[src/rtl/med3lc_pkg.sv]
package med3lc_pkg;

    localparam int MAX_SIZE     = 1024;
    localparam int PIXEL_BITS   = 8;
    localparam int CFG_W        = 11;
    localparam int SIZE_W       = $clog2(MAX_SIZE + 1);
    localparam int COL_W        = $clog2(MAX_SIZE);
    localparam int ROW_W        = $clog2(MAX_SIZE + 2);
    localparam int TOTAL_W      = 21;
    localparam int QUEUE_DEPTH  = 4;
    localparam int QPTR_W       = $clog2(QUEUE_DEPTH);
    localparam int QCNT_W       = $clog2(QUEUE_DEPTH + 1);
    localparam int BRIGHT_LIMIT = 200;
    localparam int DARK_LIMIT   = 50;
    localparam int RESET_SIZE   = (1024 > MAX_SIZE) ? MAX_SIZE : 1024;

    typedef logic [PIXEL_BITS-1:0]      pix_t;
    // One image column of three rows: index 0 is the top row.
    typedef logic [2:0][PIXEL_BITS-1:0] col_t;
    // Neighborhood in raster order: index is row * 3 + column.
    typedef logic [8:0][PIXEL_BITS-1:0] win_t;

    typedef enum logic {
        OP_PIXEL = 1'b0,
        OP_DRAIN = 1'b1
    } opcode_t;

    typedef enum logic [1:0] {
        CLASS_NORMAL = 2'd0,
        CLASS_BRIGHT = 2'd1,
        CLASS_DARK   = 2'd2
    } level_class_t;

    // Entry passed from the front end to the back end for every item that
    // moves the window, whether or not it produces a result.
    typedef struct packed {
        col_t column;
        logic emit;
        logic last;
        logic left_zero;
        logic right_zero;
        logic zero_all;
    } qent_t;

    function automatic win_t cmp_swap(win_t w, int a, int b);
        win_t r;
        r = w;
        if (w[a] > w[b]) begin
            r[a] = w[b];
            r[b] = w[a];
        end
        return r;
    endfunction

    // First half of the nine-input median network: sorts each group of three.
    function automatic win_t median_front_half(win_t w);
        win_t r;
        r = w;
        r = cmp_swap(r, 1, 2);
        r = cmp_swap(r, 4, 5);
        r = cmp_swap(r, 7, 8);
        r = cmp_swap(r, 0, 1);
        r = cmp_swap(r, 3, 4);
        r = cmp_swap(r, 6, 7);
        r = cmp_swap(r, 1, 2);
        r = cmp_swap(r, 4, 5);
        r = cmp_swap(r, 7, 8);
        return r;
    endfunction

    // Second half: merges the sorted groups down to the middle element.
    function automatic pix_t median_back_half(win_t w);
        win_t r;
        r = w;
        r = cmp_swap(r, 0, 3);
        r = cmp_swap(r, 5, 8);
        r = cmp_swap(r, 4, 7);
        r = cmp_swap(r, 3, 6);
        r = cmp_swap(r, 1, 4);
        r = cmp_swap(r, 2, 5);
        r = cmp_swap(r, 4, 7);
        r = cmp_swap(r, 4, 2);
        r = cmp_swap(r, 6, 4);
        r = cmp_swap(r, 4, 2);
        return r[4];
    endfunction

endpackage

[src/rtl/med3lc_queue.sv]
module med3lc_queue (
    input  logic              aclk,
    input  logic              aresetn,
    input  logic              push,
    input  med3lc_pkg::qent_t push_ent,
    input  logic              pop,
    output logic              full,
    output logic              not_empty,
    output med3lc_pkg::qent_t head
);

    import med3lc_pkg::*;

    qent_t             mem_reg [QUEUE_DEPTH];
    logic [QPTR_W-1:0] wptr_reg, wptr_next;
    logic [QPTR_W-1:0] rptr_reg, rptr_next;
    logic [QCNT_W-1:0] count_reg, count_next;

    assign full      = (count_reg == QCNT_W'(QUEUE_DEPTH));
    assign not_empty = (count_reg != '0);
    assign head      = mem_reg[rptr_reg];

    always_comb begin
        wptr_next  = wptr_reg;
        rptr_next  = rptr_reg;
        count_next = count_reg;
        if (push) begin
            wptr_next = (wptr_reg == QPTR_W'(QUEUE_DEPTH - 1)) ? '0 : wptr_reg + QPTR_W'(1);
        end
        if (pop) begin
            rptr_next = (rptr_reg == QPTR_W'(QUEUE_DEPTH - 1)) ? '0 : rptr_reg + QPTR_W'(1);
        end
        if (push && !pop) begin
            count_next = count_reg + QCNT_W'(1);
        end else if (pop && !push) begin
            count_next = count_reg - QCNT_W'(1);
        end
    end

    always_ff @(posedge aclk) begin
        if (!aresetn) begin
            wptr_reg  <= '0;
            rptr_reg  <= '0;
            count_reg <= '0;
        end else begin
            wptr_reg  <= wptr_next;
            rptr_reg  <= rptr_next;
            count_reg <= count_next;
        end
    end

    always_ff @(posedge aclk) begin
        if (push) begin
            mem_reg[wptr_reg] <= push_ent;
        end
    end

endmodule

[config.mk]
export PLATFORM = sky130hd
export DESIGN_NAME = med3lc_queue
export DESIGN_NICKNAME = d
export VERILOG_FILES = /design/src/rtl/med3lc_pkg.sv /design/src/rtl/med3lc_queue.sv
export SDC_FILE = /design/constraint.sdc
export NUM_CORES = 1
export LEC_CHECK = 0
export BUFFER_PORTS_ARGS = -buffer_cell sky130_fd_sc_hd__clkbuf_2
export CAP_MARGIN = 20
export CELL_PAD_IN_SITES_DETAIL_PLACEMENT = 0
export CELL_PAD_IN_SITES_GLOBAL_PLACEMENT = 1
export CORE_MARGIN = 2
export CORE_UTILIZATION = 45
export CTS_CLUSTER_DIAMETER = 150
export DETAILED_ROUTE_END_ITERATION = 8
export HOLD_SLACK_MARGIN = 0.12
export PLACE_DENSITY_LB_ADDON = 0.2
export SLEW_MARGIN = 25
export SYNTH_ARGS = -nofsm -noshare
export SYNTH_HDL_FRONTEND = slang
export SYNTH_SLANG_ARGS = --single-unit
[constraint.sdc]
create_clock -name aclk -period 1.7 [get_ports aclk]
set_input_delay 0.085 -clock aclk [delete_from_list [all_inputs] [get_ports aclk]]
set_output_delay 0.085 -clock aclk [all_outputs]
set_load 0.01 [all_outputs]
==> metrics.md <==
| Metric | Value |
|---|---|
| Die Y | 105.7 um |
| Power share of the combinational group | 8.8% |
| Worst slew margin | 49.39% |
| Arr. time, crit path | 1780 ps |
| Outcome | finished, violations left |
| Die Wd | 105.7 um |
| P per Cell Area | 1279 mW/mm2 |
| Biggest area consumer among synthesized cells | edfxtp_1 |
| Cells after DPL | 396 |
| Initial antenna violation count | 0 |
| Largest net degree at the start of global routing | 30 |
| Mapped Nets | 235 |
| Max Fanout on Critical Path | 8 |
| Worst VDD drop | 0.0007104 V |
| Post-route ant nets | 0 |
| Final hold vios | 0 |
| #FFs+latches synth | 125 |
| Worst hold start | push_ent[17] |
| Asr flop ratio synth | 0% |
| Max-cap violations | 0 |
| R2R Path Start | wptr_reg[1]$_SDFFE_PN0P_ |
| Final WL | 7871 um |
| HP Class | in2reg |
| Setup ws final | -162.5 ps |
| Crit. End Element | primary output |
| Worst hold path stage count | 2 |
| Clk slew on worst S/H paths | 60 ps |
| Synth Area per Inst | 23.86 um2 |
| Sw Ratio | 20.92% |
| Initial Util | 45.68% |
| Count leader, synth | edfxtp_1 |
| Root Buffer | clkbuf_8 |
| CP bufs+invs | 2 |
| Die area | 0.01117 mm2 |
| Worst Hold End | mem_reg[1][17]$_DFFE_PP_ |
| Largest family of logic cells by synthesized area | multiplexers |
| Worst-Margin Slew | 759.2 ps |
| Io pins | 64 |
| DP HPWL | 4466 um |
| Area of placed instances | 0.005214 mm2 |
| DR iter-0 viols | 118 |
| Clock skew | 4.364 ps |
| Grt ovf | 0 |
| Sequential cell area | 0.003667 mm2 |
| Synth Area in Adders | 2.044% |
| Setup WS pre-CTS | 106.8 ps |
| Max Buffers Root-to-Sink | 2 |
| Crit Reg-Reg Endpoint | mem_reg[0][16]$_DFFE_PP_ |
| H-tree levels | 4 |
| Post-synth EDFFs | 116 |
| Finished Cell Area | 0.006200 mm2 |
| Inserted Diodes | 0 |
| Nets | 354 |
| Internal power | 0.006268 W |
| GP Congestion | 0.6877 |
| CP max stage cell | mux4_2 |
| Number of flip-flops under the largest register name | 116 |
| Minimum clock period | 1863 ps |
| Leakage | 2.197 nW |
| Mux cell area share after synthesis | 14.98% |
| Clock Power Share | 46.1% |
| DR vias/cell | 4.901 |
| Via count | 2,269 |
| Cell Area, Synth | 0.004652 mm2 |
| Top cells by area, synth | edfxtp_1, mux4_2, dfxtp_1, ha_1, mux2i_1 |
| WL per Instance | 17.00 um |
| First-pass GRT wire length | 12,610 um |
| Num CTS Buffers | 17 |
| Synth cell types | 24 |
| Slew Limit Fails | 0 |
| Clock Sink Count | 125 |
| Area delta synth->final | 33.27% |
| Post-Synth XOR/XNOR Area | 0.3765% |
| Final worst-path cycle share | 109.6% |
| Std-Cell Core Area | 0.01018 mm2 |
| Port Buf Inserts | 63 |
| Drt drc | 0 |
| Area of the multi-input gates | 925.9 um2 |
| Synth Flop Type | edfxtp_1 |
| Setup TNS | -3756 ps |
| Share of total power in sequential cells | 45.0% |
| Endpoints failing setup | 29 |
| First-pass DRT Iterations | 4 |
| Gate Count Post-Synth | 195 |
| Maximum clock frequency | 0.5369 GHz |
| Seq/Total Area, Yosys | 78.75% |
| Post-synth top cells | edfxtp_1, mux4_2, dfxtp_1 |
| Crit path cell chain | buf_12 > mux4_2 > clkbuf_2 |
| Critical path type | reg2out |
| Vias in the first global route | 2,441 |
| Ys Warns | 0 |
| CP peak stage delay | 530 ps |
| Net Switching | 0.001658 W |
| Post-synth top area share | 74.88% |
| Failing checks | negative setup slack |
| RSZ-0062 raised after global routing | yes |
| Synth Area in Compound Gates | 0.4303% |
| Post-synthesis simple-gate area fraction | 1.963% |
| Tot Pwr | 0.007926 W |
| Non-filler cells, final | 463 |
| Layout cells sized above 1 | 42.51% |
| Fillers | 770 |
| Startpoint Class | flop |
| Flop2flop setup slack | 130 ps |
| Worst skew pair latency | 510 ps |
| Worst Reg-to-Reg Cells | 3 |
| Aggregate global-route resource usage | 15.56% |
| Delay-heaviest family, CP | multiplexers |
| CTS tree | built |
| Num rows | 37 |
| WP data required | 1620 ps |
repair_timing:
item                                    in CTS  in global routing
hold endpoints to repair                   125                  0
hold buffers                                32                  0
buffers inserted                             1                  1
cloned                                       1                  0
gates resized for setup                      4                  5
endpoints found under the setup margin      29                 59
layout by cell type, fill, tap and decap left out, types with 4 or more instances in the layout:
| cell type | Yosys | layout |
|---|---|---|
| dlygate4sd3_1 | 0 | 32 |
| mux2i_1 | 4 | 4 |
| clkinvlp_4 | 0 | 5 |
| clkbuf_16 | 0 | 16 |
| edfxtp_1 | 116 | 116 |
| mux4_2 | 28 | 29 |
| buf_12 | 1 | 5 |
| ha_1 | 6 | 5 |
| dfxtp_1 | 9 | 8 |
| bufinv_16 | 0 | 4 |
| clkbuf_2 | 0 | 61 |
| inv_1 | 4 | 4 |
| nor2b_1 | 5 | 5 |
| buf_4 | 1 | 4 |
per-layer routing:
metal	global-route usage, %	share of wire, %	vias up
li1	-	-	1057
met3	4.947	3.3	13
met4	6.579	1.4	0
met2	25.07	50	52
met5	0	0	-
met1	19.57	45	1147
worst register-to-register path, cell delays in order (launching register included):
cell and delay (ps):
dfxtp_1 340, inv_1 80, ha_1 130, and2_2 640
power groups by stage:
| stage | Sequential [W] | Combinational (W) | Clock (W) |
|---|---|---|---|
| after detailed placement | 0.00364 | 0.000630 | 0 |
| after global placement | 0.00363 | 0.000623 | 0 |
| final | 0.00357 | 0.000701 | 0.00365 |
| after CTS | 0.00357 | 0.000711 | 0.00371 |
| after floorplan | 0.00362 | 0.000375 | 0 |
| after global routing | 0.00358 | 0.000767 | 0.00385 |
how the worst max path moves through the flow:
| stage | from | endpoint | slack (ps) | cells past startpoint |
|---|---|---|---|---|
| detailed placement | wptr_reg[1]$_SDFFE_PN0P_ | mem_reg[0][5]$_DFFE_PP_ | 110 | 3 |
| finish | flop | head[16] | -160 | 3 |
| CTS | flop | head[17] | -200 | 3 |
| global route | flop | head[17] | -240 | 3 |
| global placement | wptr_reg[1]$_SDFFE_PN0P_ | mem_reg[0][5]$_DFFE_PP_ | 110 | 3 |
| floorplan | wptr_reg[0]$_SDFFE_PN0P_ | mem_reg[3][0]$_DFFE_PP_ | 40 | 2 |
logic make-up after synthesis:
| family | Yosys count |
|---|---|
| buffers and inverters | 10 |
| AO/OA/AOI/OAI | 3 |
| multiplexers | 33 |
| flip-flops | 125 |
| AND/OR/NAND/NOR | 15 |
| XOR/XNOR | 2 |
| adder cells (fa/ha/maj) | 7 |
through the flow:
step,utilization [%],hold WS (ps)
final,60.87,331.5
after global routing,60.87,331.5
after CTS,60.70,310.9
after detailed placement,51.19,309.6
after global placement,51.19,304.1
after floorplan,-,183.9
area by class of cell:
cell class	instances	share of cell area [%]
sequential	125	59.15
multi-input combinational	60	14.93
timing repair buffer	106	13.08
clock buffer	18	6.741
clock inverter	14	3.108
tap	136	2.745
inverter	4	0.2422
(Power assumes the default switching activity.)
