## src/rtl/med3lc_pkg.sv

```systemverilog
package med3lc_pkg;

    localparam int MAX_SIZE     = 1024;
    localparam int PIXEL_BITS   = 8;
    localparam int CFG_W        = 11;
    localparam int SIZE_W       = $clog2(MAX_SIZE + 1);
    localparam int COL_W        = $clog2(MAX_SIZE);
    localparam int ROW_W        = $clog2(MAX_SIZE + 2);
    localparam int TOTAL_W      = 21;
    localparam int QUEUE_DEPTH  = 4;
    localparam int QPTR_W       = $clog2(QUEUE_DEPTH);
    localparam int QCNT_W       = $clog2(QUEUE_DEPTH + 1);
    localparam int BRIGHT_LIMIT = 200;
    localparam int DARK_LIMIT   = 50;
    localparam int RESET_SIZE   = (1024 > MAX_SIZE) ? MAX_SIZE : 1024;

    typedef logic [PIXEL_BITS-1:0]      pix_t;
    // One image column of three rows: index 0 is the top row.
    typedef logic [2:0][PIXEL_BITS-1:0] col_t;
    // Neighborhood in raster order: index is row * 3 + column.
    typedef logic [8:0][PIXEL_BITS-1:0] win_t;

    typedef enum logic {
        OP_PIXEL = 1'b0,
        OP_DRAIN = 1'b1
    } opcode_t;

    typedef enum logic [1:0] {
        CLASS_NORMAL = 2'd0,
        CLASS_BRIGHT = 2'd1,
        CLASS_DARK   = 2'd2
    } level_class_t;

    // Entry passed from the front end to the back end for every item that
    // moves the window, whether or not it produces a result.
    typedef struct packed {
        col_t column;
        logic emit;
        logic last;
        logic left_zero;
        logic right_zero;
        logic zero_all;
    } qent_t;

    function automatic win_t cmp_swap(win_t w, int a, int b);
        win_t r;
        r = w;
        if (w[a] > w[b]) begin
            r[a] = w[b];
            r[b] = w[a];
        end
        return r;
    endfunction

    // First half of the nine-input median network: sorts each group of three.
    function automatic win_t median_front_half(win_t w);
        win_t r;
        r = w;
        r = cmp_swap(r, 1, 2);
        r = cmp_swap(r, 4, 5);
        r = cmp_swap(r, 7, 8);
        r = cmp_swap(r, 0, 1);
        r = cmp_swap(r, 3, 4);
        r = cmp_swap(r, 6, 7);
        r = cmp_swap(r, 1, 2);
        r = cmp_swap(r, 4, 5);
        r = cmp_swap(r, 7, 8);
        return r;
    endfunction

    // Second half: merges the sorted groups down to the middle element.
    function automatic pix_t median_back_half(win_t w);
        win_t r;
        r = w;
        r = cmp_swap(r, 0, 3);
        r = cmp_swap(r, 5, 8);
        r = cmp_swap(r, 4, 7);
        r = cmp_swap(r, 3, 6);
        r = cmp_swap(r, 1, 4);
        r = cmp_swap(r, 2, 5);
        r = cmp_swap(r, 4, 7);
        r = cmp_swap(r, 4, 2);
        r = cmp_swap(r, 6, 4);
        r = cmp_swap(r, 4, 2);
        return r[4];
    endfunction

endpackage

```

## src/rtl/med3lc_back.sv

```systemverilog
module med3lc_back (
    input  logic                           aclk,
    input  logic                           aresetn,
    input  logic                           cfg_wen,
    input  med3lc_pkg::qent_t              q_head,
    input  logic                           q_not_empty,
    output logic                           pop,
    output logic                           m_valid,
    input  logic                           m_ready,
    output logic [med3lc_pkg::PIXEL_BITS-1:0] m_median,
    output logic [1:0]                     m_level_class,
    output logic [med3lc_pkg::TOTAL_W-1:0] m_bright_total,
    output logic [med3lc_pkg::TOTAL_W-1:0] m_dark_total,
    output logic [med3lc_pkg::TOTAL_W-1:0] m_normal_total,
    output logic                           m_end_of_image
);

    import med3lc_pkg::*;

    logic                adv;
    col_t                col1_reg;
    col_t                col2_reg;
    win_t                win;

    logic                b0_valid_reg;
    logic                b0_last_reg;
    win_t                win0_reg;
    logic                b1_valid_reg;
    logic                b1_last_reg;
    win_t                st1_reg;
    logic                b2_valid_reg;
    logic                b2_last_reg;
    pix_t                med2_reg;

    logic                m_valid_reg;
    pix_t                m_median_reg;
    level_class_t        m_class_reg;
    logic [TOTAL_W-1:0]  m_bright_reg;
    logic [TOTAL_W-1:0]  m_dark_reg;
    logic [TOTAL_W-1:0]  m_normal_reg;
    logic                m_last_reg;

    logic [TOTAL_W-1:0]  bright_reg, bright_next;
    logic [TOTAL_W-1:0]  dark_reg, dark_next;
    logic [TOTAL_W-1:0]  normal_reg, normal_next;

    level_class_t        cls;
    logic [TOTAL_W-1:0]  bright_new;
    logic [TOTAL_W-1:0]  dark_new;
    logic [TOTAL_W-1:0]  normal_new;

    assign adv = !m_valid_reg || m_ready;
    assign pop = adv && q_not_empty;

    // Window columns: at the start of a row the right column is past the edge.
    always_comb begin
        win = '0;
        if (!q_head.zero_all) begin
            for (int r = 0; r < 3; r++) begin
                if (q_head.right_zero) begin
                    win[r * 3]     = col2_reg[r];
                    win[r * 3 + 1] = col1_reg[r];
                end else begin
                    win[r * 3]     = q_head.left_zero ? '0 : col2_reg[r];
                    win[r * 3 + 1] = col1_reg[r];
                    win[r * 3 + 2] = q_head.column[r];
                end
            end
        end
    end

    always_ff @(posedge aclk) begin
        if (pop) begin
            col1_reg <= q_head.column;
            col2_reg <= col1_reg;
        end
        if (adv) begin
            win0_reg    <= win;
            b0_last_reg <= q_head.last;
            st1_reg     <= median_front_half(win0_reg);
            b1_last_reg <= b0_last_reg;
            med2_reg    <= median_back_half(st1_reg);
            b2_last_reg <= b1_last_reg;
        end
        if (adv && b2_valid_reg) begin
            m_median_reg <= med2_reg;
            m_class_reg  <= cls;
            m_bright_reg <= bright_new;
            m_dark_reg   <= dark_new;
            m_normal_reg <= normal_new;
            m_last_reg   <= b2_last_reg;
        end
    end

    always_comb begin
        if (med2_reg > pix_t'(BRIGHT_LIMIT)) begin
            cls = CLASS_BRIGHT;
        end else if (med2_reg < pix_t'(DARK_LIMIT)) begin
            cls = CLASS_DARK;
        end else begin
            cls = CLASS_NORMAL;
        end
    end

    assign bright_new = bright_reg + TOTAL_W'(cls == CLASS_BRIGHT);
    assign dark_new   = dark_reg + TOTAL_W'(cls == CLASS_DARK);
    assign normal_new = normal_reg + TOTAL_W'(cls == CLASS_NORMAL);

    always_comb begin
        bright_next = bright_reg;
        dark_next   = dark_reg;
        normal_next = normal_reg;
        if (cfg_wen || (adv && b2_valid_reg && b2_last_reg)) begin
            bright_next = '0;
            dark_next   = '0;
            normal_next = '0;
        end else if (adv && b2_valid_reg) begin
            bright_next = bright_new;
            dark_next   = dark_new;
            normal_next = normal_new;
        end
    end

    always_ff @(posedge aclk) begin
        if (!aresetn) begin
            b0_valid_reg <= 1'b0;
            b1_valid_reg <= 1'b0;
            b2_valid_reg <= 1'b0;
            m_valid_reg  <= 1'b0;
            bright_reg   <= '0;
            dark_reg     <= '0;
            normal_reg   <= '0;
        end else begin
            if (adv) begin
                b0_valid_reg <= pop && q_head.emit;
                b1_valid_reg <= b0_valid_reg;
                b2_valid_reg <= b1_valid_reg;
                m_valid_reg  <= b2_valid_reg;
            end
            bright_reg <= bright_next;
            dark_reg   <= dark_next;
            normal_reg <= normal_next;
        end
    end

    assign m_valid        = m_valid_reg;
    assign m_median       = m_median_reg;
    assign m_level_class  = m_class_reg;
    assign m_bright_total = m_bright_reg;
    assign m_dark_total   = m_dark_reg;
    assign m_normal_total = m_normal_reg;
    assign m_end_of_image = m_last_reg;

endmodule

```

## config.mk

```make
export PLATFORM = sky130hd
export DESIGN_NAME = med3lc_back
export DESIGN_NICKNAME = d
export VERILOG_FILES = /design/src/rtl/med3lc_pkg.sv /design/src/rtl/med3lc_back.sv
export SDC_FILE = /design/constraint.sdc
export NUM_CORES = 1
export LEC_CHECK = 0
export BUFFER_PORTS_ARGS = -buffer_cell sky130_fd_sc_hd__buf_2
export CORE_MARGIN = 10
export CORE_UTILIZATION = 30
export CTS_BUF_LIST = sky130_fd_sc_hd__clkbuf_4 sky130_fd_sc_hd__clkbuf_8
export CTS_CLUSTER_SIZE = 8
export DETAILED_ROUTE_END_ITERATION = 7
export SLEW_MARGIN = 25
export SYNTH_ARGS = -nofsm -noshare
export SYNTH_HDL_FRONTEND = slang
export SYNTH_SLANG_ARGS = --single-unit
```

## constraint.sdc

```tcl
create_clock -name aclk -period 10.25 [get_ports aclk]
set_input_delay 0.5125 -clock aclk [delete_from_list [all_inputs] [get_ports aclk]]
set_output_delay 0.5125 -clock aclk [all_outputs]
set_load 0.005 [all_outputs]
```

==> results.yml <==
outcome:
  status: "completed"
cts:
  cts_buffer_depth: 3
  clock_latency_ps: 640
  numCtsBuffers: 59
  htree_levels: 2
  cts_root_buffer: "clkbuf_8"
  clock-sinks: 344
  hold_buffers: 0
  cts_tree: "done"
  clk_pin_slew_ps: 60
die:
  coreArea_um2: 63200
  rows: 92
  start_util: 0.3041
  die_area_um2: 74590
  die-width_um: 273.1
  die_h_um: 273.1
  boundaryPins: 110
routing:
  num_vias: 13640
  totalWireLength_mm: 45.12
  drc: 0
  firstDrtPassIters: 5
  vias_per_cell: 4.732
  drt_iter0_drc: 660
  ant_nets: 0
  wl_per_cell_um: 15.65
global_route:
  grt_util_all_layers: 0.1160
  grt_overflow: 0
  grt_pass1_wl_mm: 71.03
  grt_pass1_vias: 13620
  antenna_found_initial: 1
  grt_max_degree: 72
yosys:
  synth-xor-area-share: 0.04694
  synth_cell_type_count: 68
  yosysTopAreaCellShare: 0.4328
  synth.mux.area_fraction: 0.07168
  syn-cell-area_um2: 19220
  ys.flop_type: "edfxtp_1"
  ys_ff_latch: 344
  synth-async-reset-ratio: 0
  synth_area_leaders: "edfxtp_1 (43%), ha_1 (10%), dfxtp_1 (7.0%)"
  yosysSeqAreaShare: 0.5026
  yosys_warnings: 0
  synth_compound_area_frac: 0.1047
  synth_top_family_by_area: "simple AND/OR/NAND/NOR gates"
  yosys.area.top_type: "edfxtp_1"
  synth_fp_nets: 1956
  synth.avg_cell_area_um2: 10.88
  synth-edff-count: 277
  syn_inst: 1766
  synth-adder-area-share: 0.1021
  synth_simple_gate_area_share: 0.1385
layout:
  drive_gt1_frac: 0.2160
  layout.cells.non_filler: 2883
  antenna_cells: 0
  final_nets: 2179
  area_growth_syn_to_layout_pct: 22.01
  num-fill-cells: 6148
timing:
  fin_skew_ps: 46.65
  grt_setup_unrepaired: "true"
  fmax_mhz: 98.99
  period_needed_ps: 10100
  setup_ws_ps: 148.0
  slew_violations: 0
  post-route-period-util: 0.9856
  hold_viol_final: 0
  worstMarginPinSlew_ps: 1039
  setup_viol: 0
  relSlewSlack: 0.3075
job:
  max-cap-violations: 0
setup_path:
  crit_type: "flop to flop"
  endpoint_kind: "flop"
  r2r_start: "st1_reg[37]$_DFFE_PN_"
  start_kind: "flop"
  worstPathRequired_ps: 10590
  crit_path_max_incr_delay_ps: 450
  arrival_ps: 10440
  crit_slowest_cell: "edfxtp_1"
  cp_max_fo: 9
  setup.worst_path.start: "st1_reg[37]$_DFFE_PN_"
  path_common_cell: "a21oi_2"
worst_hold_path:
  min_from: "q_head[10]"
  hold_class: "input pin to flop"
placement:
  pre_cts_slack_ps: -141.1
  portBuffers: 109
  hpwl_mm: 33.84
  post-place-cells: 2731
  gp_congestion: 0.8847
final timing paths:
| check | end | slack, ps | cells past startpoint |
|---|---|---|---|
| max reg2reg | med2_reg[5]$_DFFE_PN_ | 150 | 51 |
| min | col1_reg[5]$_DFFE_PP_ | 50 | 1 |
| max | med2_reg[5]$_DFFE_PN_ | 150 | 51 |
| min reg2reg | b1_last_reg$_DFFE_PN_ | 430 | 0 |
what timing repair did:
| item | 4_1_cts | 5_1_grt |
|---|---|---|
| endpoints found under the setup margin | 8 | 8 |
| setup buffers | 11 | 31 |
| resized for setup | 13 | 102 |
| gates cloned | 0 | 1 |
| pin swaps | 11 | 67 |
synthesized netlist by cell type (46+ instances only):
library cell / number
edfxtp_1: 277
ha_1: 156
nand2_1: 135
nor2_1: 129
mux2i_1: 125
inv_1: 115
a21oi_1: 91
o21ai_0: 80
xor2_1: 72
dfxtp_1: 67
and2_1: 55
nand3_1: 52
clkbuf_1: 47
nor2b_1: 46
per-stage QoR:
step / hold slack (ps) / area (um2) / utilization / setup TNS (ps)
6_report: 54.86 / 23450 / 0.3710 / 0
5_1_grt: 23.03 / 23450 / 0.3710 / -2614
4_1_cts: 3.542 / 22670 / 0.3587 / 0
3_5_place_dp: 408.9 / 21260 / 0.3365 / -922.7
3_3_place_gp: 405.6 / 21260 / 0.3365 / 0
2_1_floorplan: 400.3 / 19400 / - / 0
area by class of cell:
class | instances | area (um2) | share of cell area
Timing Repair Buffer | 215 | 1428 | 0.06089
Inverter | 115 | 442.9 | 0.01889
Clock buffer | 88 | 1086 | 0.04632
Tap cell | 846 | 1059 | 0.04514
Clock inverter | 21 | 177.7 | 0.007577
Multi-Input combinational cell | 1254 | 9595 | 0.4092
Sequential cell | 344 | 9659 | 0.4120
cell usage in the layout, fill, tap and decap left out, types with 10 or more instances in the layout:
cell type	count
clkbuf_8	68
ha_4	13
o21a_1	17
o21ai_2	14
inv_1	111
a21o_1	41
or3_1	14
nor2_1	122
nand4_1	15
dfxtp_1	67
edfxtp_1	277
a21oi_2	12
buf_6	13
buf_2	109
nor2b_1	43
o211ai_1	15
ha_1	142
clkinv_1	12
clkbuf_4	20
buf_4	90
xor2_1	72
and3_1	34
a21oi_1	77
xnor2_1	30
mux2i_1	113
nand2_1	131
o21ai_0	68
nor3_1	15
and2_1	52
nand3_1	51
o21ai_1	12
nand2b_1	10
critical path: cells and delay by family, from the launching register on:
kind	cells	cell delay (ps)
AO/OA/AOI/OAI	23	4000
adder cells (fa/ha/maj)	7	1910
AND/OR/NAND/NOR	10	1520
multiplexers	3	870
buffers and inverters	7	860
flip-flops	1	450
XOR/XNOR	1	160
metal layers:
layer,up-vias,GRT usage,share of wire
met5,-,0,0.00029
met4,2,0.04507,0.034
met3,97,0.02192,0.042
met2,268,0.1938,0.47
met1,6444,0.1460,0.45
li1,6830,-,-
cells by family (layout without fill, tap and decap cells):
logic type	count (synthesis)	count (layout)
adder cells (fa/ha/maj)	157	157
XOR/XNOR	103	103
buffers and inverters	168	439
AO/OA/AOI/OAI	320	320
AND/OR/NAND/NOR	538	538
flip-flops	344	344
multiplexers	136	136
Power is not shown: default switching activity piles up to over one toggle a cycle in this logic, so the estimate is an artifact.
